$ cat src/hw/rtl/slp_pkg.sv
`timescale 1ns / 1ps

package slp_pkg;

    // Default width of the integer-part accumulator
    localparam int ACC_WIDTH_DEFAULT = 32;

    // ASCII codes the parser reacts to
    localparam logic [7:0] CHAR_SPACE = 8'h20;
    localparam logic [7:0] CHAR_MINUS = 8'h2D;
    localparam logic [7:0] CHAR_DOT   = 8'h2E;
    localparam logic [7:0] CHAR_ZERO  = 8'h30;
    localparam logic [7:0] CHAR_NINE  = 8'h39;

    // Number of fields completed so far in the line
    localparam logic [1:0] FIELD_PRESSURE = 2'd0;
    localparam logic [1:0] FIELD_HEIGHT   = 2'd1;
    localparam logic [1:0] FIELD_DONE     = 2'd2;

    // Saturation limits of the result fields
    localparam logic [31:0] PRESSURE_MAX   = 32'hFFFF_FFFF;
    localparam logic [31:0] HEIGHT_POS_MAX = 32'h7FFF_FFFF;
    localparam logic [31:0] HEIGHT_NEG_MAG = 32'h8000_0000;

    typedef struct packed {
        logic [7:0] rx_byte;
        logic       end_of_line;
    } item_t;

    typedef struct packed {
        logic [31:0]        pressure_tenths;
        logic signed [31:0] height_tenths;
        logic               parse_ok;
    } result_t;

endpackage

$ cat src/hw/rtl/slp_mul10_sat.sv
`timescale 1ns / 1ps

// value * 10 + digit, saturating at the all-ones value of ACC_WIDTH bits
module slp_mul10_sat #(
    parameter int ACC_WIDTH = slp_pkg::ACC_WIDTH_DEFAULT
) (
    input  logic [ACC_WIDTH-1:0] value,
    input  logic [3:0]           digit,
    output logic [ACC_WIDTH-1:0] result
);

    localparam int WIDE_W = ACC_WIDTH + 4;

    logic [WIDE_W-1:0] value_wide;
    logic [WIDE_W-1:0] sum_wide;

    assign value_wide = {4'd0, value};
    // x*10 = x*8 + x*2
    assign sum_wide = (value_wide << 3) + (value_wide << 1)
                    + {{ACC_WIDTH{1'b0}}, digit};

    assign result = (|sum_wide[WIDE_W-1:ACC_WIDTH]) ? {ACC_WIDTH{1'b1}}
                                                    : sum_wide[ACC_WIDTH-1:0];

endmodule

$ cat src/hw/rtl/slp_parser_core.sv
`timescale 1ns / 1ps

// Per-byte line state and the step logic; emits one result on the last byte
module slp_parser_core #(
    parameter int ACC_WIDTH = slp_pkg::ACC_WIDTH_DEFAULT
) (
    input  logic            clk,
    input  logic            rst_n,
    input  logic            accept,
    input  slp_pkg::item_t  item,
    output logic            result_valid,
    output slp_pkg::result_t result
);

    localparam int EXT_W = (ACC_WIDTH > 33) ? ACC_WIDTH : 33;

    localparam logic [EXT_W-1:0] PRESSURE_MAX_EXT   = EXT_W'(slp_pkg::PRESSURE_MAX);
    localparam logic [EXT_W-1:0] HEIGHT_POS_MAX_EXT = EXT_W'(slp_pkg::HEIGHT_POS_MAX);
    localparam logic [EXT_W-1:0] HEIGHT_NEG_MAG_EXT = EXT_W'(slp_pkg::HEIGHT_NEG_MAG);

    logic [ACC_WIDTH-1:0] accumulator_reg, accumulator_next;
    logic [1:0]           field_index_reg, field_index_next;
    logic                 negative_sign_reg, negative_sign_next;
    logic                 token_start_reg, token_start_next;
    logic                 fraction_pending_reg, fraction_pending_next;
    logic                 token_bad_reg, token_bad_next;
    logic [31:0]          saved_pressure_reg, saved_pressure_next;
    logic [31:0]          saved_height_reg, saved_height_next;
    logic                 format_good_reg, format_good_next;

    logic [7:0]           rx;
    logic                 is_digit;
    logic [3:0]           digit_val;
    logic [ACC_WIDTH-1:0] acc_mac;
    logic [EXT_W-1:0]     acc_ext;
    logic [31:0]          pressure_sat;
    logic [31:0]          height_sat;
    logic [31:0]          neg_mag;
    logic                 line_ok;

    assign rx        = item.rx_byte;
    assign is_digit  = rx inside {[slp_pkg::CHAR_ZERO:slp_pkg::CHAR_NINE]};
    // '0'..'9' are 0x30..0x39: the low nibble is the digit value
    assign digit_val = is_digit ? rx[3:0] : 4'd0;

    // One shared multiply-add: digit accumulate and number completion
    slp_mul10_sat #(
        .ACC_WIDTH (ACC_WIDTH)
    ) u_mul10 (
        .value  (accumulator_reg),
        .digit  (digit_val),
        .result (acc_mac)
    );

    assign acc_ext      = EXT_W'(acc_mac);
    assign pressure_sat = (acc_ext > PRESSURE_MAX_EXT) ? slp_pkg::PRESSURE_MAX
                                                       : acc_ext[31:0];
    assign neg_mag      = (acc_ext > HEIGHT_NEG_MAG_EXT) ? slp_pkg::HEIGHT_NEG_MAG
                                                         : acc_ext[31:0];
    assign height_sat   = negative_sign_reg ? (32'd0 - neg_mag)
                        : ((acc_ext > HEIGHT_POS_MAX_EXT) ? slp_pkg::HEIGHT_POS_MAX
                                                          : acc_ext[31:0]);

    always_comb
    begin
        accumulator_next      = accumulator_reg;
        field_index_next      = field_index_reg;
        negative_sign_next    = negative_sign_reg;
        token_start_next      = token_start_reg;
        fraction_pending_next = fraction_pending_reg;
        token_bad_next        = token_bad_reg;
        saved_pressure_next   = saved_pressure_reg;
        saved_height_next     = saved_height_reg;
        format_good_next      = format_good_reg;

        if (fraction_pending_reg)
        begin
            // tenths digit closes the number; a non-digit closes it with zero
            if (!is_digit)
                format_good_next = 1'b0;
            if (field_index_reg == slp_pkg::FIELD_PRESSURE)
                saved_pressure_next = pressure_sat;
            else
                saved_height_next = height_sat;
            field_index_next      = field_index_reg + 2'd1;
            fraction_pending_next = 1'b0;
            if (rx == slp_pkg::CHAR_SPACE)
            begin
                accumulator_next   = '0;
                negative_sign_next = 1'b0;
                token_start_next   = 1'b1;
                token_bad_next     = 1'b0;
            end
            else
            begin
                token_bad_next   = 1'b1;
                token_start_next = 1'b0;
            end
        end
        else if (rx == slp_pkg::CHAR_SPACE)
        begin
            accumulator_next   = '0;
            negative_sign_next = 1'b0;
            token_start_next   = 1'b1;
            token_bad_next     = 1'b0;
        end
        else if (rx == slp_pkg::CHAR_DOT)
        begin
            if (field_index_reg != slp_pkg::FIELD_DONE)
            begin
                if (token_bad_reg)
                    format_good_next = 1'b0;
                fraction_pending_next = 1'b1;
            end
            else
                token_bad_next = 1'b1;   // dots after the second number
            token_start_next = 1'b0;
        end
        else if (rx == slp_pkg::CHAR_MINUS && token_start_reg
                 && field_index_reg == slp_pkg::FIELD_HEIGHT)
        begin
            negative_sign_next = 1'b1;
            token_start_next   = 1'b0;
        end
        else if (is_digit)
        begin
            accumulator_next = acc_mac;
            token_start_next = 1'b0;
        end
        else
        begin
            token_bad_next   = 1'b1;
            token_start_next = 1'b0;
        end
    end

    assign line_ok = format_good_next && !fraction_pending_next
                  && (field_index_next == slp_pkg::FIELD_DONE);

    assign result_valid           = accept && item.end_of_line;
    assign result.pressure_tenths = line_ok ? saved_pressure_next : 32'd0;
    assign result.height_tenths   = line_ok ? signed'(saved_height_next) : 32'sd0;
    assign result.parse_ok        = line_ok;

    always_ff @(posedge clk or negedge rst_n)
    begin
        if (!rst_n)
        begin
            accumulator_reg      <= '0;
            field_index_reg      <= slp_pkg::FIELD_PRESSURE;
            negative_sign_reg    <= 1'b0;
            token_start_reg      <= 1'b1;
            fraction_pending_reg <= 1'b0;
            token_bad_reg        <= 1'b0;
            saved_pressure_reg   <= 32'd0;
            saved_height_reg     <= 32'd0;
            format_good_reg      <= 1'b1;
        end
        else if (accept)
        begin
            if (item.end_of_line)
            begin
                // line done: back to the reset picture
                accumulator_reg      <= '0;
                field_index_reg      <= slp_pkg::FIELD_PRESSURE;
                negative_sign_reg    <= 1'b0;
                token_start_reg      <= 1'b1;
                fraction_pending_reg <= 1'b0;
                token_bad_reg        <= 1'b0;
                saved_pressure_reg   <= 32'd0;
                saved_height_reg     <= 32'd0;
                format_good_reg      <= 1'b1;
            end
            else
            begin
                accumulator_reg      <= accumulator_next;
                field_index_reg      <= field_index_next;
                negative_sign_reg    <= negative_sign_next;
                token_start_reg      <= token_start_next;
                fraction_pending_reg <= fraction_pending_next;
                token_bad_reg        <= token_bad_next;
                saved_pressure_reg   <= saved_pressure_next;
                saved_height_reg     <= saved_height_next;
                format_good_reg      <= format_good_next;
            end
        end
    end

    a_pending_field: assert property (@(posedge clk) disable iff (!rst_n)
        fraction_pending_reg |-> (field_index_reg == slp_pkg::FIELD_PRESSURE
                               || field_index_reg == slp_pkg::FIELD_HEIGHT))
        else $error("tenths digit pending with both fields already done");

    a_line_restart: assert property (@(posedge clk) disable iff (!rst_n)
        (accept && item.end_of_line) |=> (field_index_reg == slp_pkg::FIELD_PRESSURE
                                       && token_start_reg && format_good_reg
                                       && !fraction_pending_reg))
        else $error("line state not cleared after last byte");

    a_fail_zero: assert property (@(posedge clk) disable iff (!rst_n)
        (result_valid && !result.parse_ok) |->
            (result.pressure_tenths == 32'd0 && result.height_tenths == 32'sd0))
        else $error("failed parse carries nonzero values");

endmodule

$ cat src/hw/rtl/slp_out_buffer.sv
`timescale 1ns / 1ps

// Two-entry result buffer: output register plus skid register
module slp_out_buffer (
    input  logic             clk,
    input  logic             rst_n,
    input  logic             push,
    input  slp_pkg::result_t push_data,
    output logic             has_room,
    output logic             result_valid,
    input  logic             result_ready,
    output slp_pkg::result_t result
);

    logic             main_valid_reg;
    logic             skid_valid_reg;
    slp_pkg::result_t main_data_reg;
    slp_pkg::result_t skid_data_reg;
    logic             pop;

    assign pop          = main_valid_reg && result_ready;
    assign has_room     = !skid_valid_reg;
    assign result_valid = main_valid_reg;
    assign result       = main_data_reg;

    always_ff @(posedge clk or negedge rst_n)
    begin
        if (!rst_n)
        begin
            main_valid_reg <= 1'b0;
            skid_valid_reg <= 1'b0;
        end
        else if (push && (!main_valid_reg || pop))
            main_valid_reg <= 1'b1;
        else if (push)
            skid_valid_reg <= 1'b1;
        else if (pop)
        begin
            if (skid_valid_reg)
                skid_valid_reg <= 1'b0;
            else
                main_valid_reg <= 1'b0;
        end
    end

    always_ff @(posedge clk)
    begin
        if (push && (!main_valid_reg || pop))
            main_data_reg <= push_data;
        else if (push)
            skid_data_reg <= push_data;
        else if (pop && skid_valid_reg)
            main_data_reg <= skid_data_reg;
    end

    a_skid_order: assert property (@(posedge clk) disable iff (!rst_n)
        skid_valid_reg |-> main_valid_reg)
        else $error("skid entry held with output register empty");

    a_no_overrun: assert property (@(posedge clk) disable iff (!rst_n)
        push |-> !skid_valid_reg)
        else $error("result pushed into full buffer");

    a_skid_move: assert property (@(posedge clk) disable iff (!rst_n)
        (skid_valid_reg && pop) |=> (main_valid_reg && !skid_valid_reg))
        else $error("skid entry not moved to output register");

endmodule

$ cat src/hw/rtl/sensor_line_decimal_parser.sv
`timescale 1ns / 1ps

// Sensor text line parser: pressure and height as fixed-point tenths.
//
// Input channel (item_valid / item_ready / item): one ASCII byte per
// transaction, end_of_line set on the last byte of a line. Output channel
// (result_valid / result_ready / result): one transaction per line, holding
// pressure_tenths, height_tenths and parse_ok; values are zero when
// parse_ok is low.
//
// Throughput: one byte per cycle while item_ready is high. A line's result
// is registered (output or skid register) when its last byte is accepted.
// Bytes that do not end a line never produce a transaction.
//
// Stall: results sit in a two-entry buffer (output register plus skid).
// item_ready drops only while both entries hold untaken results; parsing
// of later bytes continues while one result waits.
//
// Reset (rst_n low, asynchronous): line state returns to the start of a
// line, the buffer empties, no result is pending.
module sensor_line_decimal_parser #(
    parameter int ACC_WIDTH = slp_pkg::ACC_WIDTH_DEFAULT
) (
    input  logic             clk,
    input  logic             rst_n,
    input  logic             item_valid,
    output logic             item_ready,
    input  slp_pkg::item_t   item,
    output logic             result_valid,
    input  logic             result_ready,
    output slp_pkg::result_t result
);

    logic             accept;
    logic             core_valid;
    slp_pkg::result_t core_result;
    logic             has_room;

    assign item_ready = has_room;
    assign accept     = item_valid && item_ready;

    // byte step logic and per-line state
    slp_parser_core #(
        .ACC_WIDTH (ACC_WIDTH)
    ) u_core (
        .clk          (clk),
        .rst_n        (rst_n),
        .accept       (accept),
        .item         (item),
        .result_valid (core_valid),
        .result       (core_result)
    );

    // result register with skid entry, decouples output stalls
    slp_out_buffer u_out (
        .clk          (clk),
        .rst_n        (rst_n),
        .push         (core_valid),
        .push_data    (core_result),
        .has_room     (has_room),
        .result_valid (result_valid),
        .result_ready (result_ready),
        .result       (result)
    );

endmodule

$ cat config.mk
export PLATFORM = sky130hd
export DESIGN_NAME = sensor_line_decimal_parser
export DESIGN_NICKNAME = d
export VERILOG_FILES = /design/src/hw/rtl/slp_pkg.sv /design/src/hw/rtl/slp_mul10_sat.sv /design/src/hw/rtl/slp_parser_core.sv /design/src/hw/rtl/slp_out_buffer.sv /design/src/hw/rtl/sensor_line_decimal_parser.sv
export SDC_FILE = /design/constraint.sdc
export NUM_CORES = 1
export LEC_CHECK = 0
export ABC_CLOCK_PERIOD_IN_PS = 5250
export BUFFER_PORTS_ARGS = -buffer_cell sky130_fd_sc_hd__buf_2
export CORE_MARGIN = 4
export CORE_UTILIZATION = 50
export DETAILED_ROUTE_END_ITERATION = 10
export PLACE_DENSITY = 0.7
export SLEW_MARGIN = 15
export SYNTH_ARGS = -nofsm -noshare
export SYNTH_HDL_FRONTEND = slang
export SYNTH_SLANG_ARGS = --single-unit
$ cat constraint.sdc
create_clock -name clk -period 5.25 [get_ports clk]
set_clock_uncertainty 0.15 [all_clocks]
set_input_delay 0 -clock clk [delete_from_list [all_inputs] [get_ports clk]]
set_output_delay 0 -clock clk [all_outputs]
set_load 0.02 [all_outputs]
==> flow_metrics.tcl, run 1 <==
set metrics [dict create \
    min_period_ns 5.28 \
    status "finished with violations" \
    drv_slew 0 \
    placed_cells 2056 \
    grt_first_pass_wirelength_mm 74.1 \
    synthSimpleGateAreaFrac_pct 17.5 \
    timing.fmax_mhz 189 \
    row_count 61 \
    io_buffers 79 \
    startpoint_type "flop" \
    end_kind "flop" \
    cp.buffers_inverters 2 \
    nFillCells 2335 \
    finalNonFillerCells 2126 \
    synth_edf_count 130 \
    cap_violations 0 \
    syn2layout_area_growth_pct 22.9 \
    post_drt_via_cell_ratio 6.27 \
    antenna_found_initial 3 \
    failed_checks "negative setup slack" \
    drt_wl_total_mm 48.0 \
    cpPeakStageDelay_ns 0.52 \
    syn_inst 1515 \
    p_int_uw 3430 \
    io_pins 80 \
    placed_area_um2 16400 \
    worst_slew_pin_slew_ns 1.20 \
    hold_path_class "input port to flop" \
    period_share_pct 101 \
    netlist_area_um2 14400 \
    antennaDiodeCount 0 \
    critical_path.max_fanout 6 \
    wl_per_cell_um 22.6 \
    ff2ff_path_depth 20 \
    synth_mux_area_share_pct 3.49 \
    path_clk_slew_ns 0.06 \
    crit_chain "buf_4 > ha_1 > ha_1 > o211ai_2 > a21oi_4 > or3_4 > a2111oi_4 > nand4_2 > nor3_4 > nand4_1 > o41ai_4 > nand3_2 > ha_4 > buf_6 > nand2_4 > nor4_2 > nor4_2 > a2111o_1 > a21oi_2 > mux2_4" \
    grt_usage_pct 30.0 \
    power_leakage_uw 0.00733 \
    synth-seq-cells 235 \
    holdPathEnd "u_core.token_bad_reg" \
    combPwrFrac_pct 15.8 \
    power_frac_seq_pct 47.4 \
    start_util_pct 51.3 \
    cp.arrival_ns 5.42 \
    slowest_stage "o41ai_4" \
    ir_drop_mv 0.251 \
    synthXorXnorAreaFrac_pct 1.58 \
    p_sw_uw 1340 \
    setup_viol 3 \
    firstDrtPassIters 5 \
    cp.required_ns 5.39 \
    synth-seq-area-share_pct 45.3 \
    p_sw_share_pct 28.1 \
    die_area_um2 31700 \
    cts_made_buffers 25 \
    root_buffer "clkbuf_16" \
    yosys_warnings 0 \
    synth_fa_ha_area_share_pct 6.08 \
    synth_ff_type "edfxtp_1" \
    synth_compound_area_share_pct 22.6 \
    r2r_slack_ns -0.03 \
    postRouteAntennaNets 0 \
    synth.distinct_cells 96 \
    r2r-end "u_out.result[23]" \
    vias 13332 \
    whs_path_depth 6 \
    cts_tree "built" \
    synth_top_family_by_area "compound AO/OA/AOI/OAI gates" \
    grt_pass1_vias 12839 \
    die_h_um 178 \
    ctsLongestPathBuffers 3 \
    drc 0 \
    design_area_um2 17700 \
    syn_nets 1597 \
    layout.nets 1811 \
    die_x_um 178 \
    rr_startpoint "u_core.accumulator_reg[2]" \
    multiInputGateArea_um2 7810 \
    fin_ws_ns -0.0340 \
    crit_family "compound AO/OA/AOI/OAI gates" \
    gp_congestion 0.988 \
    pwr-share-clk_pct 36.8 \
    regArea_um2 6530 \
    grt_overflow_total 0 \
    power_density_nw_per_um2 268 \
    max_slew_margin_pct 20.0 \
    grt_max_degree 67 \
    drive_gt1_share_pct 26.4 \
    hold_start "item[5]" \
    drt_iter0_markers 1204 \
    place_hpwl_mm 34.8 \
    rsz0062_at_grt "yes" \
    timing.setup.critical_path_class "flop to flop" \
    async_reset_ff_share_pct 44.7 \
    cts_max_level 1 \
    core_um2 28200 \
    synth.avg_cell_area_um2 9.53 \
    clock_sinks 235 \
    hold_viol 0 \
    clock_latency_ns 0.55 \
]
==> worst max-delay path by stage <==
stage                                          from  slack, ns          endpoint  depth (start not counted)
after global routing      u_core.accumulator_reg[2]      -0.24  u_out.result[23]                         21
after global placement                      item[6]      -0.25  u_out.result[31]                         26
after floorplan                             item[6]       0.01  u_out.result[19]                         24
after detailed placement                    item[6]      -0.37  u_out.result[31]                         26
final                     u_core.accumulator_reg[2]      -0.03  u_out.result[23]                         20
after CTS                 u_core.accumulator_reg[0]      0.002  u_out.result[19]                         19
==> cells by family after synthesis <==
kind of cell | after synthesis
adders and majority gates | 69
DFF | 235
and+or+nand+nor | 542
muxes | 45
AOI/OAI and AO/OA | 479
xor gates and xnor gates | 26
buffers and inverters | 119
==> power by group through the flow <==
stage | combinational, uW | clock [uW] | sequential, uW
6_report | 750 | 1750 | 2260
3_3_place_gp | 701 | 0 | 2280
3_5_place_dp | 721 | 0 | 2290
4_1_cts | 735 | 1780 | 2260
5_1_grt | 823 | 1850 | 2280
2_1_floorplan | 377 | 0 | 2380
==> repair_timing <==
action / in CTS / in global routing
buffers inserted: 2 / 8
setup endpoints to repair: 10 / 62
resized for setup: 7 / 74
pin swaps: 2 / 39
hold buffers: 14 / 0
hold endpoints to repair: 92 / 0
==> layout by cell type (no fill, tap or decap), types with 7 or more instances in the layout <==
| cell type | count |
|---|---|
| buf_4 | 185 |
| o21a_1 | 9 |
| edfxtp_1 | 130 |
| inv_1 | 20 |
| ha_1 | 61 |
| o221ai_1 | 22 |
| o31ai_1 | 7 |
| o211ai_1 | 15 |
| dlygate4sd3_1 | 13 |
| a211oi_1 | 35 |
| xor2_1 | 7 |
| a21oi_2 | 13 |
| nand4_1 | 22 |
| and2_1 | 13 |
| o21ai_1 | 19 |
| a21oi_1 | 88 |
| dfrtp_1 | 103 |
| nor2_1 | 150 |
| nand2_1 | 204 |
| clkbuf_16 | 26 |
| nor3_2 | 7 |
| buf_2 | 78 |
| nand3_1 | 26 |
| or3_1 | 8 |
| a21o_1 | 16 |
| a22oi_1 | 14 |
| xnor2_1 | 16 |
| a31oi_1 | 21 |
| and3_1 | 13 |
| o21ai_0 | 114 |
| mux2_2 | 39 |
| nand2b_1 | 10 |
| nor3_1 | 28 |
==> stage by stage <==
stage                     setup WS [ns]  setup TNS, ns  power [uW]  util (%)  hold WS, ns
after detailed placement         -0.370          -4.78        3010      58.1      -0.0392
after floorplan                  0.0107              0        2750         -       -0.446
after CTS                       0.00204              0        4770      61.7      0.00155
final                           -0.0340        -0.0744        4760      63.0       0.0436
after global routing             -0.237          -3.11        4960      63.0       0.0744
after global placement           -0.250          -1.72        2980      58.1      -0.0354
==> per-layer routing <==
| layer | vias to the layer above | part of all wire, % | track usage, % |
|---|---|---|---|
| li1 | 6133 | - | - |
| met2 | 575 | 46 | 47.7 |
| met3 | 88 | 8.2 | 5.35 |
| met4 | 2 | 3.1 | 8.41 |
| met1 | 6534 | 42 | 42.4 |
| met5 | - | 0.027 | 0 |
==> worst reg2reg max path, cell delays in order (launching register included) <==
cell	delay (ns)
dfrtp_1	0.40
buf_4	0.15
ha_1	0.29
ha_1	0.34
o211ai_2	0.23
a21oi_4	0.10
or3_4	0.43
a2111oi_4	0.39
nand4_2	0.19
nor3_4	0.20
nand4_1	0.21
o41ai_4	0.52
nand3_2	0.15
ha_4	0.22
buf_6	0.13
nand2_4	0.05
nor4_2	0.04
nor4_2	0.28
a2111o_1	0.25
a21oi_2	0.08
mux2_4	0.26
==> cell usage after synthesis, types with 23 or more instances <==
library cell | n | area (um^2)
nand2_1 | 208 | 781
nor2_1 | 153 | 574
edfxtp_1 | 130 | 3900
o21ai_0 | 126 | 631
dfrtp_1 | 103 | 2580
a21oi_1 | 97 | 485
clkbuf_1 | 74 | 278
ha_1 | 67 | 838
mux2_2 | 42 | 473
a211oi_1 | 36 | 270
nor3_1 | 31 | 155
nand3_1 | 29 | 145
o221ai_1 | 23 | 201
==> final cells by class <==
type                    instances  share of cell area, %
repair buffers                284                   11.5
multi-input cells            1161                   44.0
flip-flops and latches        235                   36.8
well taps                     378                   2.66
inverters                      22                  0.479
clock buffers                  37                   4.18
clock inverters                 9                  0.402
Note: power is estimated with default switching activity, not from simulation.
==> run 2, diff against run 1 <==
--- a/config.mk
+++ b/config.mk
@@ -8,9 +8,8 @@
 export ABC_CLOCK_PERIOD_IN_PS = 5250
 export BUFFER_PORTS_ARGS = -buffer_cell sky130_fd_sc_hd__buf_2
 export CORE_MARGIN = 4
-export CORE_UTILIZATION = 50
+export CORE_UTILIZATION = 45
 export DETAILED_ROUTE_END_ITERATION = 10
-export PLACE_DENSITY = 0.7
 export SLEW_MARGIN = 15
 export SYNTH_ARGS = -nofsm -noshare
 export SYNTH_HDL_FRONTEND = slang
==> flow_metrics.tcl, run 2 (same netlist as run 1, synthesis figures left out) <==
set metrics [dict create \
    design_area_um2 17900 \
    r2r_slack_ns -0.01 \
    status "finished with violations" \
    hold_start "item[8]" \
    hold_viol 0 \
    syn2layout_area_growth_pct 24.3 \
    startpoint_type "flop" \
    gp_congestion 0.952 \
    grt_usage_pct 27.3 \
    antennaDiodeCount 0 \
    period_share_pct 100 \
    fin_ws_ns -0.0128 \
    antenna_found_initial 6 \
    drc 0 \
    cpPeakStageDelay_ns 0.57 \
    path_clk_slew_ns 0.06 \
    wl_per_cell_um 22.8 \
    cp.required_ns 5.40 \
    io_buffers 79 \
    layout.nets 1815 \
    cp.buffers_inverters 4 \
    crit_chain "fa_2 > buf_4 > ha_4 > a211oi_4 > o21ai_4 > buf_4 > a2111oi_2 > nor3_2 > nor3_2 > nor4b_2 > inv_1 > o41ai_4 > nand3_2 > ha_4 > buf_6 > nand2_4 > nor4_2 > nor4_2 > a2111o_1 > a21oi_2 > mux2_4" \
    cts_tree "built" \
    row_count 65 \
    layout_common_cells "204 x nand2_1, 188 x buf_4, 152 x nor2_1" \
    ir_drop_mv 0.232 \
    hold_path_class "input port to flop" \
    timing.setup.critical_path_class "flop to flop" \
    post_drt_via_cell_ratio 6.08 \
    grt_pass1_vias 12831 \
    firstDrtPassIters 5 \
    drive_gt1_share_pct 27.0 \
    die_area_um2 35000 \
    cp.arrival_ns 5.41 \
    cap_violations 0 \
    min_period_ns 5.26 \
    cts_max_level 1 \
    grt_max_degree 66 \
    vias 13102 \
    rr_startpoint "u_core.accumulator_reg[2]" \
    root_buffer "clkbuf_16" \
    grt_first_pass_wirelength_mm 76.0 \
    layout_commonest_cell "nand2_1" \
    clock_latency_ns 0.55 \
    failed_checks "negative setup slack" \
    timing.fmax_mhz 190 \
    postRouteAntennaNets 0 \
    fin_hold_ws_ns 0.0337 \
    drt_wl_total_mm 49.2 \
    die_x_um 187 \
    nFillCells 2852 \
    die_h_um 187 \
    slowest_stage "fa_2" \
    end_kind "flop" \
    rsz0062_at_grt "yes" \
    power_density_nw_per_um2 275 \
    grt_overflow_total 0 \
    fin_util_pct 56.7 \
    clock_sinks 235 \
    r2r-end "u_out.result[23]" \
    cts_made_buffers 26 \
    setup_viol 1 \
    drt_iter0_markers 1195 \
    ctsLongestPathBuffers 3 \
    drv_slew 0 \
    holdPathEnd "u_core.token_bad_reg" \
    core_um2 31600 \
    start_util_pct 45.6 \
    ff2ff_path_depth 21 \
    placed_area_um2 16400 \
    worst_slew_pin_slew_ns 0.938 \
    power_leakage_uw 0.00740 \
    crit_family "compound AO/OA/AOI/OAI gates" \
    place_hpwl_mm 36.2 \
    whs_path_depth 7 \
    io_pins 80 \
    max_slew_margin_pct 37.4 \
    critical_path.max_fanout 5 \
]
-- run 2: cell type report --
| class | instances | area [um^2] | share of cell area (%) |
|---|---|---|---|
| Clock buffer | 37 | 762 | 4.25 |
| Inverter | 22 | 95.1 | 0.530 |
| Multi-Input combinational cell | 1161 | 7830 | 43.6 |
| Sequential cell | 235 | 6530 | 36.4 |
| Clock inverter | 11 | 154 | 0.858 |
| Timing Repair Buffer | 287 | 2070 | 11.5 |
| Tap cell | 402 | 503 | 2.80 |
-- run 2: what timing repair did --
action | 4_1_cts | 5_1_grt
hold buffers | 15 | 0
pin swaps | 3 | 37
gates resized for setup | 11 | 81
buffers inserted | 2 | 8
hold endpoints to repair | 84 | 0
setup endpoints to repair | 19 | 70
-- run 2: how the worst max path moves through the flow --
stage	from	to	slack (ns)	cells past startpoint
after global placement	item[2]	u_out.result[31]	-0.14	23
after floorplan	item[6]	u_out.result[19]	0.01	24
after global routing	u_core.accumulator_reg[2]	u_out.result[23]	-0.25	21
final	u_core.accumulator_reg[2]	u_out.result[23]	-0.01	21
after detailed placement	item[2]	u_out.result[13]	-0.21	24
after CTS	u_core.accumulator_reg[0]	u_out.result[23]	0.003	22
-- run 2: per-layer routing --
layer  global-route usage, %  wire, um
met5                       0        27
met1                    39.3     22300
met4                    6.46      1240
met3                    4.59      3390
met2                    43.4     22200
-- run 2: power breakdown --
| group | internal (uW) | switching [uW] | leakage (uW) |
|---|---|---|---|
| logic | 260 | 481 | 0.00433 |
| clock network | 1160 | 780 | 0.000447 |
| registers | 2170 | 83.3 | 0.00262 |
| total | 3590 | 1340 | 0.00740 |
-- run 2: stage by stage --
step           setup TNS (ns)  worst slack, ns  cells  power, uW
3_3_place_gp            -1.15           -0.139   2084       2990
2_1_floorplan               0           0.0107   1515       2750
6_report              -0.0128          -0.0128   2155       4940
5_1_grt                 -2.57           -0.250   2155       5140
3_5_place_dp            -2.95           -0.211   2084       3010
4_1_cts                     0          0.00257   2149       4960
-- run 2: tightest hold or removal path: cells and delay by family --
family	cells	cell delay [ns]
compound gates	2	0.21
buf+inv	2	0.21
simple gates	3	0.26
